`src/sv/stc_pkg.sv`:
```
// Shared codes, defaults and controller/datapath interface types for the symbol table.
package stc_pkg;

    localparam int DEF_TABLE_DEPTH = 64;
    localparam int DEF_ADDR_WIDTH  = 16;

    localparam logic [1:0] OP_INSERT = 2'd0;
    localparam logic [1:0] OP_DELETE = 2'd1;
    localparam logic [1:0] OP_SEARCH = 2'd2;

    localparam logic [1:0] ST_DONE      = 2'd0;
    localparam logic [1:0] ST_EXISTS    = 2'd1;
    localparam logic [1:0] ST_NOT_FOUND = 2'd2;
    localparam logic [1:0] ST_FULL      = 2'd3;

    typedef struct packed {
        logic load;
        logic scan;
        logic commit;
    } t_cmd;

    typedef struct packed {
        logic last;
        logic out_busy;
    } t_stat;

endpackage

```
`src/sv/stc_ctrl.sv`:
```
// Sequencing state machine for accept, table scan, drain and commit of one item.
module stc_ctrl (
    input  logic          i_clk,
    input  logic          i_rst_n,
    input  logic          i_in_valid,
    output logic          o_in_ready,
    input  stc_pkg::t_stat i_stat,
    output stc_pkg::t_cmd  o_cmd
);
    import stc_pkg::*;

    typedef enum logic [3:0] {
        S_IDLE   = 4'b0001,
        S_SCAN   = 4'b0010,
        S_DRAIN  = 4'b0100,
        S_COMMIT = 4'b1000
    } t_state;

    t_state r_state;
    t_state n_state;

    always_comb begin
        n_state      = r_state;
        o_in_ready   = 1'b0;
        o_cmd.load   = 1'b0;
        o_cmd.scan   = 1'b0;
        o_cmd.commit = 1'b0;
        case (r_state)
            S_IDLE: begin
                o_in_ready = 1'b1;
                if (i_in_valid) begin
                    o_cmd.load = 1'b1;
                    n_state    = S_SCAN;
                end
            end
            S_SCAN: begin
                o_cmd.scan = 1'b1;
                if (i_stat.last) begin
                    n_state = S_DRAIN;
                end
            end
            S_DRAIN: begin
                n_state = S_COMMIT;
            end
            S_COMMIT: begin
                if (!i_stat.out_busy) begin
                    o_cmd.commit = 1'b1;
                    n_state      = S_IDLE;
                end
            end
            default: begin
                n_state = S_IDLE;
            end
        endcase
    end

    always_ff @(posedge i_clk) begin
        if (!i_rst_n) begin
            r_state <= S_IDLE;
        end else begin
            r_state <= n_state;
        end
    end

endmodule

```
`config.mk`:
```
export PLATFORM = sky130hd
export DESIGN_NAME = stc_ctrl
export DESIGN_NICKNAME = d
export VERILOG_FILES = /design/src/sv/stc_pkg.sv /design/src/sv/stc_ctrl.sv
export SDC_FILE = /design/constraint.sdc
export NUM_CORES = 1
export LEC_CHECK = 0
export ABC_AREA = 1
export BUFFER_PORTS_ARGS = -buffer_cell sky130_fd_sc_hd__buf_4
export CAP_MARGIN = 20
export CORE_AREA = 2 2 39 41
export CTS_CLUSTER_DIAMETER = 200
export DETAILED_ROUTE_END_ITERATION = 6
export DIE_AREA = 0 0 41 43
export GPL_TIMING_DRIVEN = 0
export PLACE_DENSITY = 0.42
export SETUP_SLACK_MARGIN = 0.5
export SYNTH_ARGS = -nofsm -noshare
export SYNTH_HDL_FRONTEND = slang
export SYNTH_SLANG_ARGS = --single-unit
```
`constraint.sdc`:
```
create_clock -name i_clk -period 1 [get_ports i_clk]
set_input_delay 0.05 -clock i_clk [delete_from_list [all_inputs] [get_ports i_clk]]
set_output_delay 0.05 -clock i_clk [all_outputs]
set_load 0.01 [all_outputs]
```
==> results of run 1 <==
[synth_stat cells, drive strengths merged]
cell	number	area [um^2]
a21oi	2	13.8
dfxtp	4	80.1
inv	8	30.0
nand2	5	21.3
nand3	5	25.0
nand3b	1	7.51
nand4	1	6.26
nor2	9	58.8
o21bai	1	7.51
[layout make-up]
class | count | area [um^2]
Clock buffer | 3 | 22.5
Tap cell | 16 | 20.0
Fill cell | 160 | 963
Multi-Input combinational cell | 24 | 166
Inverter | 8 | 30.0
Timing Repair Buffer | 11 | 93.8
Sequential cell | 4 | 87.6
[routing by layer]
metal	GRT usage (%)	part of all wire [%]
met5	0	0
met2	12.2	47
met4	4.00	0
met1	9.94	44
met3	6.28	8.8
[path summary, 6_finish.rpt]
check,end
max,o_cmd[2]
min reg2reg,r_state[3]$_SDFFE_PN0P_
min,r_state[2]$_SDFFE_PN0P_
max reg2reg,r_state[0]$_SDFFE_PN1P_
[per-stage QoR]
step / area [um^2] / setup TNS (ns)
finish: 420 / -0.270
global route: 420 / -0.764
CTS: 412 / -0.310
detailed placement: 335 / 0
global placement: 335 / 0
floorplan: 255 / 0
[worst register-to-register path, stage by stage (launching register included)]
cell and delay (ns):
dfxtp_4 0.34, nor2_4 0.16, buf_4 0.14, nand3_1 0.13, nand3_1 0.11, o21bai_1 0.06
[logic make-up (layout without fill, tap and decap cells)]
logic type / count (synthesis) / after routing / share of synthesized area [%]
AND/OR/NAND/NOR: 21 / 21 / 47.5
AO/OA/AOI/OAI: 3 / 3 / 8.50
flip-flops: 4 / 4 / 32.0
buffers and inverters: 8 / 22 / 12.0
[power groups by stage]
stage / Clock (mW) / Sequential, mW / Combinational, mW
2_1_floorplan: 0 / 0.181 / 0.0784
3_3_place_gp: 0 / 0.184 / 0.122
3_5_place_dp: 0 / 0.184 / 0.121
4_1_cts: 0.205 / 0.185 / 0.158
5_1_grt: 0.222 / 0.184 / 0.175
6_report: 0.194 / 0.182 / 0.155
[timing repair]
| item | CTS | global route |
|---|---|---|
| pin swaps | 4 | 1 |
| cloned | 0 | 0 |
| setup buffers | 3 | 0 |
| resized for setup | 11 | 3 |
| endpoints found under the setup margin | 8 | 8 |
==> metrics.txt, run 1 <==
area grow syn2layout=68.0%; Worst EP required=0.95 ns; hold path cells=3; clock share of power=between 30% and 40%; initial antenna violation count=0; Via density=4.05; total number of vias=267; Largest Register=r_state; Largest regs=r_state (4); Max Clock Freq=926 MHz; layout cells sized above 1=between 60% and 70%; Setup violations, final=6; global route total overflow=0; largest net degree at the start of global routing=5; Reg clk slew, reported paths=about 0.04 ns; Starting Density=18.1%; # rows=14; hold crit path type=in -> reg; CP bufs+invs=1; vias in the first global route=~280; most common library cell in the layout ignoring fill and taps=buf_4; failing checks=negative setup slack; PnR worst setup slack=-0.0795 ns; Synth Instances=36; Sequential Power Share=34.3%; crit-path leading delay family=flip-flops; CP most frequent cell=nor2_4; slowest CP cell=dfxtp_4; Starting DRT DRC Count=9; Setup Skew=roughly 0.0023 ns; Total Power=roughly 530 uW; Worst-Margin Slew=around 0.15 ns; Die X-Extent=roughly 41 um; post-layout util=a little under a third; Final nets=57; post-synthesis cell area=about 250 um^2; drt drc=0; FF-to-FF setup slack=-0.06 ns; PortBufs=8; internal power=~380 uW; CTS Hold Buffers Added=0; Total GRT Usage=roughly 8.8%; Worst path depth=4; RSZ-0062 raised after global routing=true; Die Span Y=roughly 43 um; Syn. warnings=0; Syn Nets=41; Max FO, Critical Path=3; CTS Root Cell=clkbuf_4; Max clock buf depth=2; non-filler instance count after layout=66; slowest stage delay, CP=around 0.34 ns; final hold slack=about 0.082 ns; most frequent cells in the layout=buf_4, inv_2, nand2_1, nor2_4, nand3_1; reg2reg path depth=5; antenna-violating nets left=0; count of final hold-check violations=0; # H-tree levels=1; final wirelength=around 530 um; Synth cell types=14; pre-CTS setup slack=0.0449 ns; max-slew violations=0; max FFs per register=4; relative slew slack=90.1%; status=finished, violations left; Max Cap Viol=0; HP Start=i_stat[1]; leakage power=0.189 nW; Crit Reg-Reg Startpoint=r_state[3]$_SDFFE_PN0P_; drt pass-1 iters=3; CTS Sinks=4; Switching Fraction=between 20 and 30%; cts bufs inserted=3; Crit path arrival time=between 1 and 1.5 ns; VDD IR max=between 0.0005 and 0.0006 V; clk_lat worst skew=about 0.23 ns; Net Sw Power=roughly 150 uW; Die ar.=0.00176 mm^2; gpl congestion=between 0.7 and 0.8; Wirelength per Cell=8.09 um; flops & latches, synth=4; Seq/Total Area, Yosys=between 30% and 40%; Critical Path End Type=output port; Core Area=approximately 0.0014 mm^2; crit path from=r_state[3]$_SDFFE_PN0P_; Comb pwr share=between 20 and 30%; first-pass GRT wire length=a little over 1000 um; CP cell instances=nor2_4, nand2_4, nor2_4, buf_6; # diodes=0; DPL Wire Length=425 um; Ports=9; dpl cells=60; CTS tree=yes; Crit Path Category=reg -> out; Mapped Avg Cell Area=6.95 um^2; minimum clock period=~1.1 ns; CP Launch Type=register; fin crit share=108%; pwr/cell area=~1300 mW/mm^2
No activity file was read; power rests on OpenSTA's default activity.
==> run 2: changes to the inputs <==
SETUP_SLACK_MARGIN = 0.02   (was 0.5)
==> run 2 against run 1 <==
  * The flow still finishes with violations (negative setup slack)
  * Global-route usage fell by 0.19 points
  * Critical path depth rose by 1
  * Worst hold slack improved by 0.0029 ns
  * Worst setup slack improved by 0.012 ns
  * Sequential share of layout area barely moved
  * Design area fell by 3.0%
  * Total power rose by 1.5%
  * Maximum frequency rose by 1.1%
  * Non-clock buffer count did not move
  * Via count fell by 1.5%
  * First-iteration DRC count fell by 33%
  * Clock power barely moved
  * Critical endpoint unchanged
  * Largest cell class unchanged
  * Largest power group unchanged
==> metrics.txt, run 2 (same netlist as run 1, synthesis figures left out) <==
status=finished, violations left; failing checks=negative setup slack; Max Cap Viol=0 (unchanged); Fillers=162 (+1.3%); # diodes=0 (unchanged); Die Span Y=43 um (unchanged); max FFs per register=4 (unchanged); Max FO, Critical Path=3 (unchanged); FF-to-FF setup slack=-0.03 ns (+0.03 ns); Via density=3.98 (-1.5%); Ports=9 (unchanged); final wirelength=565 um (+5.8%); CTS Root Cell=clkbuf_4; RSZ-0062 raised after global routing=true; fin crit share=107% (-1.2 points); CTS Hold Buffers Added=0 (unchanged); # rows=14 (unchanged); Max Clock Freq=937 MHz (+1.1%); cts bufs inserted=3 (unchanged); Die X-Extent=41 um (unchanged); Core Area=0.00138 mm^2 (unchanged); max-slew violations=0 (unchanged); gpl congestion=0.732 (+1.4%); CTS tree=yes; leakage power=0.191 nW (+1.2%); first-pass GRT wire length=972 um (-4.8%); layout cells sized above 1=60.0% (-8.0 points); Die ar.=0.00176 mm^2 (unchanged); Register Area=85.1 um^2 (-2.9%); Setup violations, final=5 (-1); # H-tree levels=1 (unchanged); Worst-Margin Slew=0.152 ns (+0.00411 ns); most common library cell in the layout ignoring fill and taps=buf_4; Wirelength per Cell=8.56 um (+5.8%); multi-input logic area=160 um^2 (-3.8%); CP Launch Type=register; post-layout util=29.5% (-0.90 points); vias in the first global route=266 (-3.3%); minimum clock period=1.07 ns (-0.0122 ns); initial antenna violation count=0 (unchanged); hold crit path type=in -> reg; Setup Skew=0.00374 ns (+0.00141 ns); Largest regs=r_state (4); Reg clk slew, reported paths=0.04 ns (about the same); Critical Path End Type=output port; PnR worst setup slack=-0.0673 ns (+0.0122 ns); Max clock buf depth=2 (unchanged); dpl cells=60 (unchanged); drt pass-1 iters=4 (+1); clk_lat worst skew=0.23 ns (about the same); VDD IR max=0.000554 V (about the same); area grow syn2layout=63.0%; count of final hold-check violations=0 (unchanged); Final nets=57 (unchanged); PortBufs=8 (unchanged); Crit path arrival time=1.02 ns (about the same); pwr/cell area=1320 mW/mm^2 (+4.6%); CTS Sinks=4 (unchanged); Crit Path Category=reg -> out; Starting DRT DRC Count=6 (-3); final hold slack=0.0850 ns (+0.00285 ns); most frequent cells in the layout=buf_4, inv_1; antenna-violating nets left=0 (unchanged); Starting Density=18.1% (unchanged); Total GRT Usage=8.63% (-0.19 points); non-filler instance count after layout=66 (unchanged); drt drc=0 (unchanged); global route total overflow=0 (unchanged); DPL Wire Length=437 um (+2.8%); Largest Register=r_state; relative slew slack=89.8% (-0.29 points); total number of vias=263 (-1.5%); Worst EP required=0.95 ns (about the same); largest net degree at the start of global routing=5 (unchanged)
## run 2: power by group
group | internal [mW] | switching (mW)
clock | 0.134 | 0.0613
combinational | 0.0828 | 0.0763
sequential | 0.172 | 0.0129
## run 2: layer usage
| metal | global-route usage [%] | routed length (um) |
|---|---|---|
| met5 | 0 | 0 |
| met4 | 2.00 | 0 |
| met3 | 7.85 | 47 |
| met2 | 12.2 | 248 |
| met1 | 9.32 | 268 |
## run 2: repair_timing
action                     in CTS  in global routing
pin swaps                       2                  2
setup endpoints to repair       5                  7
buffers inserted                3                  0
cloned                          0                  0
gates resized for setup         8                  4
## run 2: area by class of cell
class                      instances  share of cell area [%]
multi-input combinational         24                    39.3
inverter                           8                    7.36
sequential                         4                    20.9
tap                               16                    4.91
timing repair buffer              11                    22.1
clock buffer                       3                    5.52
## run 2: path summary, 6_finish.rpt
| check | start | endpoint | depth (start not counted) |
|---|---|---|---|
| setup / recovery | r_state[0]$_SDFFE_PN1P_ | o_cmd[2] | 5 |
| hold reg to reg | r_state[2]$_SDFFE_PN0P_ | r_state[3]$_SDFFE_PN0P_ | 2 |
| setup reg to reg | r_state[3]$_SDFFE_PN0P_ | r_state[0]$_SDFFE_PN1P_ | 5 |
| hold / removal | i_stat[1] | r_state[2]$_SDFFE_PN0P_ | 3 |
## run 2: metrics by stage
stage	area, um^2	worst slack (ns)	setup TNS (ns)	total power [mW]
finish	408	-0.0673	-0.187	0.540
global route	408	-0.138	-0.642	0.594
floorplan	250	0.117	0	0.257
CTS	397	-0.0828	-0.254	0.545
global placement	330	0.0345	0	0.303
detailed placement	330	0.0166	0	0.303
## run 2: critical path, stage by stage (launching register included)
cell	delay, ns
dfxtp_2	0.34
inv_2	0.05
nor2_4	0.11
nand2_4	0.07
nor2_4	0.10
buf_6	0.11
==> run 3: changes to the inputs <==
CAP_MARGIN = 15   (was 20)
GPL_TIMING_DRIVEN = unset   (was 0)
==> run 3 against run 2 <==
  * The flow still finishes with violations (negative setup slack)
  * Cell count shrank 1.5%
  * Largest power group unchanged
  * Sequential share of layout area grew 1.6 points
  * Total power shrank 3.1%
  * Sequential cell count is the same
  * Critical endpoint unchanged
  * Count of clock-buffer cells in the layout is the same
  * Highest routed layer unchanged
  * Clock power is essentially flat
  * First-iteration DRC count shrank 17%
==> metrics.txt, run 3 (same netlist as run 1, synthesis figures left out) <==
Crit Reg-Reg Startpoint=r_state[2]$_SDFFE_PN0P_; Reg clk slew, reported paths=0.04 ns (about the same); RSZ-0062 raised after global routing=true; leakage power=0.185 nW (-3.1%); Crit Path Category=reg -> out; minimum clock period=1.07 ns (-0.00132 ns); initial antenna violation count=0 (unchanged); Die X-Extent=41 um (unchanged); Worst Hold Path EP=r_state[2]$_SDFFE_PN0P_; hold crit path type=in -> reg; # diodes=0 (unchanged); Worst-Margin Slew=0.145 ns (-0.00685 ns); CTS tree=yes; Worst EP required=0.95 ns (about the same); Starting Density=18.1% (unchanged); fin crit share=107% (-0.13 points); pwr/cell area=1340 mW/mm^2 (+1.5%); R2R Path End=r_state[0]$_SDFFE_PN1P_; Total GRT Usage=7.92% (-0.71 points); CTS Hold Buffers Added=0 (unchanged); Via density=4.05 (+1.5%); Setup Skew=0.00170 ns (-0.00204 ns); gpl congestion=0.767 (+4.8%); final instance area=389 um^2 (-4.6%); Starting DRT DRC Count=5 (-1); reg2reg path depth=5 (unchanged); max-slew violations=0 (unchanged); Die ar.=0.00176 mm^2 (unchanged); Net Sw Power=145 uW (-3.8%); # rows=14 (unchanged); global route total overflow=0 (unchanged); status=finished, violations left; internal power=378 uW (-2.9%); relative slew slack=90.3% (+0.47 points); Die Span Y=43 um (unchanged); area grow syn2layout=55.5%; drt drc=0 (unchanged); failing checks=negative setup slack; Crit path arrival time=1.02 ns (about the same); DPL Wire Length=404 um (-7.5%); Total Power=523 uW (-3.1%); Max Cap Viol=0 (unchanged); CTS Sinks=4 (unchanged); layout cells sized above 1=55.1% (-4.9 points); clock share of power=37.5% (+1.3 points); Ports=9 (unchanged); hold path cells=3 (unchanged); Switching Fraction=27.7% (-0.18 points); largest net degree at the start of global routing=5 (unchanged); Placed Instance Area=330 um^2 (unchanged); Max FO, Critical Path=3 (unchanged); total number of vias=263 (unchanged); Largest regs=r_state (4); drt pass-1 iters=4 (unchanged); Critical Path End Type=output port; antenna-violating nets left=0 (unchanged); cts bufs inserted=3 (unchanged); clk_lat worst skew=0.23 ns (about the same); CTS Root Cell=clkbuf_4; PnR worst setup slack=-0.0660 ns (+0.00132 ns); Comb pwr share=27.1% (-2.4 points); VDD IR max=0.000591 V (+6.7%); Max Clock Freq=938 MHz (+0.12%); Wirelength per Cell=8.43 um (-1.5%); final wirelength=548 um (-3.0%); Max clock buf depth=2 (unchanged); Largest Register=r_state; Final nets=56 (-1.8%); HP Start=i_stat[1]; most common library cell in the layout ignoring fill and taps=buf_4; FF-to-FF setup slack=-0.01 ns (+0.02 ns); most frequent cells in the layout=buf_4, inv_1, nand3_1, nand2_1, nor2_4; CP Launch Type=register; first-pass GRT wire length=910 um (-6.4%); Setup violations, final=5 (unchanged); # H-tree levels=1 (unchanged); count of final hold-check violations=0 (unchanged); Core Area=0.00138 mm^2 (unchanged); crit path from=r_state[0]$_SDFFE_PN1P_; vias in the first global route=227 (-15%); PortBufs=8 (unchanged); Sequential Power Share=35.4% (+1.1 points); max FFs per register=4 (unchanged)
==> run 3: layout make-up <==
cell class / instances / area (um^2)
Clock buffer: 3 / 22.5
Fill cell: 157 / 995
Inverter: 8 / 30.0
Multi-Input combinational cell: 24 / 150
Sequential cell: 4 / 87.6
Tap cell: 16 / 20.0
Timing Repair Buffer: 10 / 78.8
==> run 3: what timing repair did <==
action | CTS | global route
resized for setup | 6 | 3
setup buffers | 2 | 0
gates cloned | 0 | 0
setup endpoints to repair | 4 | 6
pin swaps | 2 | 1
==> run 3: through the flow <==
| step | std cells | util (%) | hold WS, ns | setup TNS [ns] | setup slack [ns] |
|---|---|---|---|---|---|
| 2_1_floorplan | 36 | - | 0.148 | 0 | 0.117 |
| 3_3_place_gp | 60 | 23.9 | 0.340 | 0 | 0.0506 |
| 4_1_cts | 65 | 27.6 | 0.0806 | -0.214 | -0.0720 |
| 3_5_place_dp | 60 | 23.9 | 0.325 | 0 | 0.0496 |
| 5_1_grt | 65 | 28.1 | 0.0821 | -0.599 | -0.129 |
| 6_report | 65 | 28.1 | 0.0844 | -0.170 | -0.0660 |
==> run 3: power groups by stage <==
| stage | registers (mW) | clock network (mW) | logic, mW |
|---|---|---|---|
| final | 0.185 | 0.196 | 0.141 |
| after global routing | 0.188 | 0.233 | 0.154 |
| after CTS | 0.183 | 0.208 | 0.141 |
| after detailed placement | 0.183 | 0 | 0.120 |
| after global placement | 0.183 | 0 | 0.120 |
| after floorplan | 0.180 | 0 | 0.0766 |
==> run 3: worst max path at each step <==
stage                         endpoint  slack, ns  depth (start not counted)
6_report                      o_cmd[2]      -0.07                          5
5_1_grt                       o_cmd[0]      -0.13                          5
3_3_place_gp   r_state[0]$_SDFFE_PN1P_       0.05                          5
3_5_place_dp   r_state[0]$_SDFFE_PN1P_       0.05                          5
4_1_cts                       o_cmd[2]      -0.07                          5
2_1_floorplan  r_state[0]$_SDFFE_PN1P_       0.12                          5
==> run 3: worst max-delay path, cell delays in order, from the launching register on <==
cell and delay, ns:
dfxtp_4 0.35, inv_2 0.05, nor2_4 0.08, nand2_2 0.09
nor2_4 0.11, buf_6 0.11
==> run 3: layer usage <==
layer,vias to the layer above,global-route usage [%],routed length [um]
met5,-,0,0
met4,0,2.00,0
met3,0,6.28,48
met2,9,9.06,244
met1,114,11.2,255
li1,140,-,-
